**config.mk**
```make
export PLATFORM = sky130hd
export DESIGN_NAME = gcd_lcm_coprime_unit
export DESIGN_NICKNAME = d
export VERILOG_FILES = /design/src/design/gclu_pkg.sv /design/src/design/gcd_lcm_coprime_unit.sv /design/src/design/gclu_alu.sv
export SDC_FILE = /design/constraint.sdc
export NUM_CORES = 1
export LEC_CHECK = 0
export ABC_AREA = 1
export BUFFER_PORTS_ARGS = -buffer_cell sky130_fd_sc_hd__buf_2
export CAP_MARGIN = 20
export CORE_MARGIN = 3
export CORE_UTILIZATION = 49
export CTS_CLUSTER_DIAMETER = 60
export DETAILED_ROUTE_END_ITERATION = 8
export HOLD_SLACK_MARGIN = 0.06
export PLACE_DENSITY_LB_ADDON = 0.1
export SLEW_MARGIN = 20
export SYNTH_ARGS = -nofsm -noshare
export SYNTH_HDL_FRONTEND = slang
export SYNTH_SLANG_ARGS = --single-unit
```
**constraint.sdc**
```tcl
create_clock -name clk_i -period 6 [get_ports clk_i]
set_input_delay 1.2 -clock clk_i [delete_from_list [all_inputs] [get_ports clk_i]]
set_output_delay 1.2 -clock clk_i [all_outputs]
set_load 0.01 [all_outputs]
```
**src/design/gclu_pkg.sv**
```systemverilog
// Package with shared widths, types and the sequencer states of the GCD/LCM unit.
`timescale 1ns / 1ps

package gclu_pkg;

  // Operand width; only the low VALUE_WIDTH bits of each operand are used.
  localparam int unsigned VALUE_WIDTH = 32;
  localparam int unsigned ALU_W       = VALUE_WIDTH + 1;
  localparam int unsigned CNT_W       = $clog2(VALUE_WIDTH);

  // Port widths fixed by the interface.
  localparam int unsigned PORT_W      = 32;
  localparam int unsigned LCM_W       = 64;

  // Sequencer states.
  typedef enum logic [2:0] {
    ST_IDLE,
    ST_DIV,
    ST_SWAP,
    ST_QUOT,
    ST_MUL,
    ST_DONE
  } gclu_state_e;

  // Request to the shared adder/subtractor.
  typedef struct packed {
    logic [ALU_W-1:0] x;
    logic [ALU_W-1:0] y;
    logic             sub;
  } gclu_alu_req_t;

  // Response of the shared adder/subtractor.
  typedef struct packed {
    logic [ALU_W-1:0] sum;
    logic             carry;
  } gclu_alu_rsp_t;

endpackage

```
**src/design/gcd_lcm_coprime_unit.sv**
```systemverilog
// Top level of the GCD, LCM and coprimality unit with its step sequencer.
`timescale 1ns / 1ps

// Computes gcd, lcm, a coprime flag and a zero-operand flag for two unsigned
// operands. Everything runs through one adder/subtractor: each Euclid
// remainder is a restoring division of VALUE_WIDTH steps plus a swap state,
// the quotient first/gcd takes another VALUE_WIDTH steps, and the product
// (first/gcd)*second is a shift-add over VALUE_WIDTH steps, followed by a
// done state that loads the output register once that register is free.
// An operand of zero skips the division and multiply and goes straight to
// the done state. One item is in work at a time; the result sits in an output
// register, so the next transaction is accepted while an earlier result still
// waits to be taken.
module gcd_lcm_coprime_unit (
  input  logic                       clk_i,
  input  logic                       rst_ni,
  input  logic                       in_valid_i,
  output logic                       in_stall_o,
  input  logic [gclu_pkg::PORT_W-1:0] first_value_i,
  input  logic [gclu_pkg::PORT_W-1:0] second_value_i,
  output logic                       out_valid_o,
  input  logic                       out_stall_i,
  output logic [gclu_pkg::PORT_W-1:0] gcd_out_o,
  output logic [gclu_pkg::LCM_W-1:0]  lcm_out_o,
  output logic                       is_coprime_o,
  output logic                       zero_operand_o
);
  import gclu_pkg::*;

  localparam logic [CNT_W-1:0] CNT_LAST = CNT_W'(VALUE_WIDTH - 1);

  gclu_state_e state_q, state_d;
  logic [CNT_W-1:0]       cnt_q, cnt_d;
  logic [VALUE_WIDTH-1:0] op_a_q, op_a_d;
  logic [VALUE_WIDTH-1:0] op_b_q, op_b_d;
  logic [VALUE_WIDTH-1:0] div_q, div_d;
  logic [VALUE_WIDTH-1:0] rem_q, rem_d;
  logic [VALUE_WIDTH-1:0] quo_q, quo_d;
  logic [VALUE_WIDTH-1:0] hi_q, hi_d;
  logic [VALUE_WIDTH-1:0] gcd_q, gcd_d;
  logic                   zero_q, zero_d;

  logic                   out_valid_q, out_valid_d;
  logic [VALUE_WIDTH-1:0] out_gcd_q, out_gcd_d;
  logic [2*VALUE_WIDTH-1:0] out_lcm_q, out_lcm_d;
  logic                   out_zero_q, out_zero_d;

  gclu_alu_req_t alu_req;
  gclu_alu_rsp_t alu_rsp;

  logic [VALUE_WIDTH-1:0] in_a, in_b;
  logic [ALU_W-1:0]       rem_sh;
  logic [VALUE_WIDTH-1:0] step_rem;
  logic [VALUE_WIDTH-1:0] step_quo;
  logic                   in_fire;
  logic                   out_free;

  assign in_a       = first_value_i[VALUE_WIDTH-1:0];
  assign in_b       = second_value_i[VALUE_WIDTH-1:0];
  assign in_stall_o = (state_q != ST_IDLE);
  assign in_fire    = in_valid_i && !in_stall_o;
  assign out_free   = !out_valid_q || !out_stall_i;

  // Restoring division step: shift the next dividend bit into the remainder.
  assign rem_sh   = {rem_q, quo_q[VALUE_WIDTH-1]};
  assign step_rem = alu_rsp.carry ? alu_rsp.sum[VALUE_WIDTH-1:0] : rem_sh[VALUE_WIDTH-1:0];
  assign step_quo = {quo_q[VALUE_WIDTH-2:0], alu_rsp.carry};

  // Shared adder/subtractor.
  gclu_alu u_alu (
    .req_i (alu_req),
    .rsp_o (alu_rsp)
  );

  // Operand selection for the shared unit.
  always_comb begin
    if (state_q == ST_MUL) begin
      alu_req.x   = {1'b0, hi_q};
      alu_req.y   = quo_q[0] ? {1'b0, op_b_q} : '0;
      alu_req.sub = 1'b0;
    end else begin
      alu_req.x   = rem_sh;
      alu_req.y   = {1'b0, div_q};
      alu_req.sub = 1'b1;
    end
  end

  // State register.
  always_ff @(posedge clk_i or negedge rst_ni) begin
    if (!rst_ni) begin
      state_q     <= ST_IDLE;
      cnt_q       <= '0;
      out_valid_q <= 1'b0;
    end else begin
      state_q     <= state_d;
      cnt_q       <= cnt_d;
      out_valid_q <= out_valid_d;
    end
  end

  // Datapath registers.
  always_ff @(posedge clk_i) begin
    op_a_q     <= op_a_d;
    op_b_q     <= op_b_d;
    div_q      <= div_d;
    rem_q      <= rem_d;
    quo_q      <= quo_d;
    hi_q       <= hi_d;
    gcd_q      <= gcd_d;
    zero_q     <= zero_d;
    out_gcd_q  <= out_gcd_d;
    out_lcm_q  <= out_lcm_d;
    out_zero_q <= out_zero_d;
  end

  // Sequencer: next state and datapath control.
  always_comb begin
    state_d     = state_q;
    cnt_d       = cnt_q;
    op_a_d      = op_a_q;
    op_b_d      = op_b_q;
    div_d       = div_q;
    rem_d       = rem_q;
    quo_d       = quo_q;
    hi_d        = hi_q;
    gcd_d       = gcd_q;
    zero_d      = zero_q;
    out_valid_d = out_valid_q && out_stall_i;
    out_gcd_d   = out_gcd_q;
    out_lcm_d   = out_lcm_q;
    out_zero_d  = out_zero_q;

    unique case (state_q)
      ST_IDLE: begin
        if (in_fire) begin
          op_a_d = in_a;
          op_b_d = in_b;
          if ((in_a == '0) || (in_b == '0)) begin
            // One operand zero: the gcd is the other one and the lcm is zero.
            gcd_d   = in_a | in_b;
            zero_d  = 1'b1;
            hi_d    = '0;
            quo_d   = '0;
            state_d = ST_DONE;
          end else begin
            zero_d  = 1'b0;
            div_d   = in_b;
            quo_d   = in_a;
            rem_d   = '0;
            cnt_d   = CNT_LAST;
            state_d = ST_DIV;
          end
        end
      end

      ST_DIV: begin
        rem_d = step_rem;
        quo_d = step_quo;
        cnt_d = cnt_q - CNT_W'(1);
        if (cnt_q == '0) begin
          state_d = ST_SWAP;
        end
      end

      ST_SWAP: begin
        // Euclid: the divisor becomes the dividend and the remainder the divisor.
        cnt_d = CNT_LAST;
        if (rem_q == '0) begin
          gcd_d   = div_q;
          quo_d   = op_a_q;
          state_d = ST_QUOT;
        end else begin
          quo_d   = div_q;
          div_d   = rem_q;
          state_d = ST_DIV;
        end
        rem_d = '0;
      end

      ST_QUOT: begin
        // Divide the first operand by the gcd, then start the multiply.
        rem_d = step_rem;
        quo_d = step_quo;
        cnt_d = cnt_q - CNT_W'(1);
        if (cnt_q == '0) begin
          hi_d    = '0;
          cnt_d   = CNT_LAST;
          state_d = ST_MUL;
        end
      end

      ST_MUL: begin
        // Shift-add multiply of the quotient by the second operand.
        hi_d  = alu_rsp.sum[VALUE_WIDTH:1];
        quo_d = {alu_rsp.sum[0], quo_q[VALUE_WIDTH-1:1]};
        cnt_d = cnt_q - CNT_W'(1);
        if (cnt_q == '0) begin
          state_d = ST_DONE;
        end
      end

      ST_DONE: begin
        if (out_free) begin
          out_valid_d = 1'b1;
          out_gcd_d   = gcd_q;
          out_lcm_d   = {hi_q, quo_q};
          out_zero_d  = zero_q;
          state_d     = ST_IDLE;
        end
      end

      default: begin
        state_d = ST_IDLE;
      end
    endcase
  end

  // Result ports.
  assign out_valid_o    = out_valid_q;
  assign gcd_out_o      = PORT_W'(out_gcd_q);
  assign lcm_out_o      = LCM_W'(out_lcm_q);
  assign is_coprime_o   = (out_gcd_q == VALUE_WIDTH'(1));
  assign zero_operand_o = out_zero_q;

endmodule

```
**src/design/gclu_alu.sv**
```systemverilog
// Shared adder/subtractor used for every division and multiplication step.
`timescale 1ns / 1ps

module gclu_alu (
  input  gclu_pkg::gclu_alu_req_t req_i,
  output gclu_pkg::gclu_alu_rsp_t rsp_o
);
  import gclu_pkg::*;

  logic [ALU_W-1:0] y_op;
  logic [ALU_W:0]   total;

  // On subtract, carry out high means x is not below y.
  assign y_op  = req_i.sub ? ~req_i.y : req_i.y;
  assign total = {1'b0, req_i.x} + {1'b0, y_op} + {{ALU_W{1'b0}}, req_i.sub};

  assign rsp_o.sum   = total[ALU_W-1:0];
  assign rsp_o.carry = total[ALU_W];

endmodule

```
### Word-level counts from Yosys, hierarchy flattened

Cells that the tools add are included.

* div/mod/pow operators: 0
* bitwise operators: 2
* multiplexer cells: 38
* $lt $le $gt $ge: 0
* reduce and logical (&&, ||, !) cells: 29
* add/sub/neg operators: 3
* shift operators: 0
* equal/unequal tests: 15
* multipliers: 0

Operators with widths (number)
* $mux 32: 16
* $pmux 32 s3: 2
* $pmux 32 s2: 2
* $pmux 32 s4: 1
* $logic_not 32->1: 3
* $mux 67: 1
* $add 33x33->34: 1
* $add 34x1->34: 1
* $mux 33: 1
* $not 33->33: 1
* $eq 32x1->1 const B: 1
* $or 32x32->32: 1
* $pmux 5 s4: 1
* $mux 3: 6
* $pmux 3 s6: 1
* $ne 2x2->1 const B: 8
* $mux 5: 3
* $reduce_and 4->1: 3
* $reduce_bool 3->1: 3
* $reduce_bool 4->1: 2
* $eq 3x2->1 const B: 2
* $eq 3x3->1 const B: 2
* $reduce_and 2->1: 3
* $reduce_and 3->1: 2
* other kinds (13): 20

* bits in writable memories: 0
* bits in registers: 331
* memories: 0
* latch bits: 0
* bits in read-only memories: 0
* input port bits: 68
* word-level logic and storage cells: 101

### Logic depth before layout (Yosys ltp)

Gate-level depths: netlist of the first run.

* depth in word-level cells: 8
* mapped depth: 23
* mapped depth without buffers: 20

### By module

Synthesis of the first run repeated with hierarchy kept, for this count alone.

* cells, all modules: 1941
* area total of the unflattened synthesis: 17201.5 um^2

Modules (own cells, without submodules)
* gcd_lcm_coprime_unit: cells an instance 1436, area an instance 14575.2 um^2, seq. area each 9894.5 um^2, instances 1
* gclu_alu: cells an instance 505, area an instance 2626.3 um^2, seq. area each 0.0 um^2, instances 1

### Least setup slack after synthesis of the first run

No wires, ideal clock.

* kind: input to register
* start point: input port out_stall_i
* end point: register out_gcd_q[0] (netlist: gcd_out_o[0]) (enable)
* data required time: 5415 ps
* path slack: -368 ps
* arrival: 5783 ps
* stages: 1
* path buffers: 0
* setup time: 585 ps
* path through: a21oi_1

* longest elaborated chain between the ends: 3

Ends and longest elaborated chain
* from (decl): RTL line gcd_lcm_coprime_unit.sv:22 `input logic out_stall_i,`
* $logic_not 1->1: RTL line gcd_lcm_coprime_unit.sv:62 `assign out_free = !out_valid_q || !out_stall_i;`
* $logic_or 1x1->1: RTL line gcd_lcm_coprime_unit.sv:62
* $reduce_and 2->1 (no source line)
* to (signal assigned): RTL line gcd_lcm_coprime_unit.sv:111 `out_gcd_q <= out_gcd_d;`
* to (decl): RTL line gcd_lcm_coprime_unit.sv:44 `logic [VALUE_WIDTH-1:0] out_gcd_q, out_gcd_d;`

Every way passes these cells.
A chain may end at the register's enable or synchronous reset.

### Worst setup path in the final report of the first run

* start point: register state_q[0]
* end point: register rem_q[21] (data pin)

* longest elaborated chain between the ends: 8
* elaborated cells between the ends (all ways): 13
* classes of those cells: add/sub (2); eq/ne (4); mux (4); bitwise (1); reduce/logical (2)

Ends and longest elaborated chain
* from (decl): RTL line gcd_lcm_coprime_unit.sv:32 `gclu_state_e state_q, state_d;`
* from (signal assigned): RTL line gcd_lcm_coprime_unit.sv:95 `state_q <= state_d;`
* $eq 3x3->1: RTL line gcd_lcm_coprime_unit.sv:77 `if (state_q == ST_MUL) begin`
* $mux 67: RTL line gcd_lcm_coprime_unit.sv:77
* $not 33->33: RTL line gclu_alu.sv:14 `assign y_op = req_i.sub ? ~req_i.y : req_i.y;`
* $mux 33: RTL line gclu_alu.sv:14
* $add 33x33->34: RTL line gclu_alu.sv:15 `assign total = {1'b0, req_i.x} + {1'b0, y_op} + {{ALU_W{1'b0}}, req_i.sub};`
* $add 34x1->34: RTL line gclu_alu.sv:15
* $mux 32: RTL line gcd_lcm_coprime_unit.sv:66 `assign step_rem = alu_rsp.carry ? alu_rsp.sum[VALUE_WIDTH-1:0] : rem_sh[VALUE_WIDTH-1:0];`
* $pmux 32 s3 (*): RTL line gcd_lcm_coprime_unit.sv:133 `unique case (state_q)`
* to (signal assigned): RTL line gcd_lcm_coprime_unit.sv:106 `rem_q <= rem_d;`
* to (decl): RTL line gcd_lcm_coprime_unit.sv:37 `logic [VALUE_WIDTH-1:0] rem_q, rem_d;`

Mark *: on every way between the ends. The rest lies on a longest branch, timed or not.

==> results of run 1 <==
[cells in the mapped netlist, types with 2 or more instances]
master	count
xnor2_1	13
a21o_1	2
clkbuf_1	38
nand3_1	71
dfrtp_1	9
and3_1	4
a21oi_1	94
o21bai_1	4
o21ai_0	219
nor2_1	113
nand3b_1	3
inv_1	162
buf_1	5
a31oi_1	8
nor2_2	2
xor2_1	12
nand2_1	286
o22ai_1	10
nor4_1	23
o21ai_1	5
inv_2	2
nand4_1	19
buf_2	12
a211oi_1	2
buf_6	3
o2111ai_1	10
nor3_1	14
nor2_4	3
ha_1	33
edfxtp_1	322
or2_2	4
a21boi_0	3
and2_1	3
a22oi_1	9
o21a_1	2
[through the flow]
step / power, µW / util / hold WS [ns]
after floorplan: 3498 / - / 0.4003
after global placement: 3872 / 0.5389 / 0.4031
after detailed placement: 3868 / 0.5389 / 0.4056
after CTS: 5877 / 0.5718 / 0.4166
after global routing: 6121 / 0.5718 / 0.4229
final: 5856 / 0.5718 / 0.4179
[metal layers]
metal,vias to the layer above,track usage,share of wire
met1,5824,0.4140,0.47
met4,0,0.06333,0.020
met2,568,0.3970,0.43
met5,-,0,0
li1,5722,-,-
met3,62,0.03459,0.080
[worst max-delay path: cells and delay by family (launching register included)]
kind,cells,cell delay [ns]
adders and majority gates,1,0.45
buffers and inverters,4,1.18
DFF,1,0.44
and+or+nand+nor,6,0.81
AOI/OAI and AO/OA,5,1.11
[registers in the layout, summed over array words and instances (netlist names)]
| signal | flops |
|---|---|
| cnt_q | 5 |
| div_q | 32 |
| gcd_out_o | 32 |
| gcd_q | 32 |
| hi_q | 32 |
| lcm_out_o | 64 |
| op_a_q | 32 |
| op_b_q | 32 |
| out_valid_o | 1 |
| quo_q | 32 |
| rem_q | 32 |
| state_q | 3 |
| zero_operand_o | 1 |
| zero_q | 1 |
[logic make-up (layout without fill, tap and decap cells)]
group                    Yosys count  in the layout  synth area share
buffers and inverters            224            408           0.05596
flip-flops                       331            331            0.6268
adder cells (fa/ha/maj)           34             34           0.02743
AO/OA/AOI/OAI                    371            371            0.1256
XOR/XNOR                          25             25           0.01387
AND/OR/NAND/NOR                  550            550            0.1503
[layout make-up]
cell class,instances,share of cell area
Sequential cell,331,0.5470
Multi-Input combinational cell,980,0.2788
Timing Repair Buffer,186,0.05478
Clock buffer,45,0.05167
Inverter,164,0.03410
Tap cell,402,0.02781
Clock inverter,13,0.005880
[worst paths after layout]
path / from / endpoint / slack (ns) / depth (start not counted)
max: state_q[0] / rem_q[21] / 1.74 / 16
min: gcd_q[16] / gcd_out_o[16] / 0.42 / 0
max reg2reg: state_q[0] / rem_q[21] / 1.74 / 16
min reg2reg: gcd_q[16] / gcd_out_o[16] / 0.42 / 0
max in group asynchronous: rst_ni / cnt_q[1] / 5.26 / 1
min in group asynchronous: rst_ni / state_q[0] / 0.54 / 1
[power by group through the flow]
stage | Combinational [µW] | Clock, µW | Sequential [µW]
2_1_floorplan | 700 | 0 | 2800
3_3_place_gp | 1020 | 0 | 2850
3_5_place_dp | 1020 | 0 | 2850
4_1_cts | 1020 | 2050 | 2800
5_1_grt | 1160 | 2140 | 2820
6_report | 1030 | 2010 | 2810
==> out/results.ini, run 1 <==
[sta]
final.setup.tns_ns=0
max_freq_mhz=235.0
rsz0062_at_grt=no
setup_viol=0
timing.final.ws_setup_ns=1.744
finalHoldViolCount=0
finalMaxSlewViolations=0
maxSlewHeadroom=0.2790
period_share=0.7093
finClkSkew_ns=0.01313
tightest_slew_ns=1.080
fin_crit_ns=4.256

[synthesis]
synth_cells=1535
synth_cell_types=46
synthesis.area_um2=15790
synth_ff_type=edfxtp_1
ys_seq_area_frac=0.6268
syn_avg_cell_area_um2=10.28
async_flop_share=0.02719
ys_ff_latch=331
syn-num-nets=1637
synthTopCellsByArea=edfxtp_1 61%, o21ai_0 6.9%, nand2_1 6.8%, inv_1 3.9%, a21oi_1 3.0%
synth-edff-count=322
yosys.area.top_type=edfxtp_1
synth_top_cell_area_share=0.6126
yosys_warnings=0

[setup_path]
cp.arrival_ns=4.61
cp_max_fo=128
worst_path_max_delay_cell=buf_12
worstSetupEndpointType=flop
worstPathRequired_ns=6.35
path_common_cell=o21ai_0
worst_path_largest_cell_delay_ns=0.45
crit_type=flop to flop
worstPathCellList=nor2_4 -> nand2_4 -> clkinv_2 -> buf_12 -> o21ai_0 -> ha_1 -> nand2_1 -> nor2_1 -> inv_1 -> nor2_2 -> a21boi_0 -> o21ai_1 -> nand3_2 -> buf_4 -> o21ai_0 -> a31oi_1
start_kind=flop

[flow_run]
cap_violations=0

[clock_tree]
cts.htree.levels=2
cts_tree=yes
cts_max_path_buffers=3
cts-buffers-inserted=36
clock-sinks=331
cts_hold_buf=0
clk_pin_slew_ns=0.06
cts_root_buffer=clkbuf_16
insertion_delay_ns=0.52
postCtsSetupRepairBufs=0
cts_resized=0

[global_routing]
overflow=0
grt_pass1_wl_um=68790
grt_pass1_vias=11310
grt_use_total=0.2653
antenna_found_initial=0
grt_max_degree=129

[pwr]
seqPwrFrac=0.480
vdd_ir_drop_max_uv=177.3
p_leak_uw=0.006928
power.switching_uw=1666
swShare=0.2845
internal_power_uw=4190
powerDensity_nw_per_um2=323.7
pwr-share-clk=0.344
p_comb_frac=0.177

[layout]
multi_input_area_um2=5042
area_growth_syn_to_layout_pct=14.59
final_cells=2121
layout-drive-gt1-share=0.1472
finalInstanceArea_um2=18090
mostFrequentLayoutCells=322 x edfxtp_1, 286 x nand2_1, 219 x o21ai_0
diodes=0
fill_cells=2760
area.sequential_um2=9894
layout_commonest_cell=edfxtp_1
finalNetCount=1801

[placement]
dp_hpwl_um=33370
io_buffer_count=167
dpl_cell_area_um2=17050
placed_cells=2063
place.gp.congestion=0.9753
dp_slack_ns=1.773

[floorplanning]
dieWidth_um=185.5
die_h_um=185.5
rows=65
start_util=0.4990
core-area_um2=31640
io_pins=168
dieArea_um2=34400

[routing]
vias=12180
first_iter_violations=1248
drt-total-wl_um=46270
via_per_inst=5.741
wl_per_cell_um=21.82
drc=0
first_pass_iters=6
ant_nets=0

[run_status]
status=complete, no violations

[min_path]
hold_path.class=flop to flop

Note: power is estimated with default switching activity, not from simulation.
==> inputs of run 2 (changes only) <==
--- a/config.mk
+++ b/config.mk
@@ -5,7 +5,7 @@
 export SDC_FILE = /design/constraint.sdc
 export NUM_CORES = 1
 export LEC_CHECK = 0
-export ABC_AREA = 1
+export ABC_AREA = 0
 export BUFFER_PORTS_ARGS = -buffer_cell sky130_fd_sc_hd__buf_2
 export CAP_MARGIN = 20
 export CORE_MARGIN = 3
==> constraint.sdc (replaced) <==
create_clock -name clk_i -period 4.5 [get_ports clk_i]
set_input_delay 0.9 -clock clk_i [delete_from_list [all_inputs] [get_ports clk_i]]
set_output_delay 0.9 -clock clk_i [all_outputs]
set_load 0.01 [all_outputs]
==> out/results.ini, run 2 <==
[run_status]
status=complete, no violations

[flow_run]
cap_violations=0

[clock_tree]
clock-sinks=331
insertion_delay_ns=0.51
cts_root_buffer=clkbuf_16
cts_max_path_buffers=3
cts_tree=yes
cts_hold_buf=0
cts.htree.levels=2
clk_pin_slew_ns=0.06
cts-buffers-inserted=36

[sta]
maxSlewHeadroom=0.3276
fin_crit_ns=4.202
finalMaxSlewViolations=0
finalHoldViolCount=0
final.setup.tns_ns=0
rsz0062_at_grt=no
period_share=0.9337
finClkSkew_ns=0.01564
max_freq_mhz=238.0
setup_viol=0
tightest_slew_ns=1.006

[synthesis]
synth-compound-area-share=0.1280
synthTopCellsByArea=edfxtp_1 63%, nand2_1 4.9%, o21ai_0 4.2%, mux2i_1 3.8%, a21oi_1 3.2%
ys_seq_area_frac=0.6425
yosys_warnings=0
synthesis.area_um2=15400
muxShareOfSynthArea=0.04054
syn_avg_cell_area_um2=12.02
ys_ff_latch=331
synth_top_cell_area_share=0.6278
yosys.area.top_type=edfxtp_1
synth-xor-area-share=0.01763
synth_most_common_cell=edfxtp_1
ys_top_cells_by_count=322 x edfxtp_1, 202 x nand2_1, 128 x o21ai_0
synth_top_family_by_area=compound AO/OA/AOI/OAI gates
synth_cells=1281
synth_cell_types=58
synth-edff-count=322
async_flop_share=0.02719
synth-adder-area-share=0.02811
synth_ff_type=edfxtp_1
syn-num-nets=1383
synth_simple_gate_area_share=0.1138

[global_routing]
antenna_found_initial=0
overflow=0
grt_use_total=0.2368
grt_max_degree=77
grt_pass1_vias=10310
grt_pass1_wl_um=61150

[setup_path]
worstSetupEndpointType=flop
cp.arrival_ns=4.43
rrSetupSlack_ns=0.30
crit_type=flop to flop
reg2reg_from=state_q[0]
start_kind=flop
cp_max_fo=24
worstPathRequired_ns=4.73
worst_r2r_path_depth=16
rr_endpoint=rem_q[30]

[routing]
drc=0
ant_nets=0
vias=11030
first_iter_violations=1286
first_pass_iters=6
drt-total-wl_um=40650
wl_per_cell_um=21.72
via_per_inst=5.890

[placement]
place.gp.congestion=0.8566
dp_hpwl_um=28980
io_buffer_count=167

[pwr]
vdd_ir_drop_max_uv=291.5
powerDensity_nw_per_um2=608.5
p_leak_uw=0.006729
power.total_uw=10890

[layout]
diodes=0
finalNetCount=1553
layout-drive-gt1-share=0.1836
mostFrequentLayoutCells=322 x edfxtp_1, 201 x nand2_1, 167 x buf_2
layout_commonest_cell=edfxtp_1
area_growth_syn_to_layout_pct=16.22
largest_reg_flops=64

[min_path]
hold_path.class=input port to async pin

[floorplanning]
dieArea_um2=33590
dieWidth_um=183.3
die_h_um=183.3
core-area_um2=30750
io_pins=168
rows=64
start_util=0.5009

==> run 2: changes by cell type in the layout (fill, tap and decap cells not counted), sizes merged, moves of 41 or more <==
cell | before | now
nand2 | 287 | 202
mux2i | 0 | 60
nand3 | 72 | 10
o21ai | 225 | 128
nor2 | 118 | 77
inv | 164 | 40
==> run 2: worst max-delay path: stages (launching register included) <==
cell	delay [ns]
dfrtp_1	0.38
or3b_4	0.53
buf_4	0.26
a21oi_1	0.15
a21oi_1	0.07
ha_1	0.41
and3_1	0.24
a221oi_1	0.09
buf_4	0.17
o31ai_1	0.45
o211ai_1	0.24
buf_4	0.19
nand2_1	0.08
nand4_1	0.12
a21oi_1	0.26
xnor2_1	0.18
a211oi_1	0.10
==> run 2: where the power goes <==
part,switching (µW),internal (µW)
combinational,2110,1480
sequential,379,4110
clock,1180,1630
==> run 2: cells by family after synthesis <==
| group | after synthesis |
|---|---|
| and+or+nand+nor | 393 |
| DFF | 331 |
| AOI/OAI and AO/OA | 325 |
| buffers and inverters | 106 |
| muxes | 61 |
| adders and majority gates | 34 |
| xor gates and xnor gates | 31 |
==> run 2: per-layer routing <==
layer | up-vias | part of all wire | GRT usage
met5 | - | 0 | 0
met4 | 0 | 0.022 | 0.05728
met3 | 54 | 0.082 | 0.03253
met2 | 502 | 0.44 | 0.3562
met1 | 5322 | 0.46 | 0.3676
li1 | 5149 | - | -
==> run 2: final cells by class <==
class | instances | area, µm²
multi-input cells | 844 | 5144
clock buffers | 44 | 952.2
clock inverters | 19 | 158.9
fillers | 2606 | 12850
well taps | 396 | 495.5
inverters | 37 | 138.9
flip-flops and latches | 331 | 9894
repair buffers | 201 | 1116
==> run 2: stage by stage <==
stage               hold slack (ns)  instances  utilization  setup WS (ns)  cell area (µm²)
finish                       0.2403       1872       0.5821         0.2984            17900
global route                 0.2389       1872       0.5821        0.03889            17900
CTS                          0.2315       1871       0.5816         0.1148            17880
detailed placement           0.4045       1808       0.5455         0.1224            16770
global placement             0.4012       1808       0.5455         0.3061            16770
floorplan                    0.4003       1281            -         0.1474            15410
==> run 2: repair_timing <==
item / CTS / global route
gates resized for setup: 0 / 2
setup endpoints to repair: 0 / 34
buffers inserted: 0 / 1
==> run 2: worst max-delay path by stage <==
stage                     startpoint  slack, ns  cells after the start        end
final                     state_q[0]       0.30                     16  rem_q[30]
after floorplan           state_q[0]       0.15                     16  rem_q[22]
after detailed placement    quo_q[0]       0.12                     14  rem_q[14]
after CTS                   quo_q[0]       0.11                     14  rem_q[14]
after global placement      quo_q[0]       0.31                     14   rem_q[3]
after global routing      state_q[0]       0.04                     16  rem_q[30]
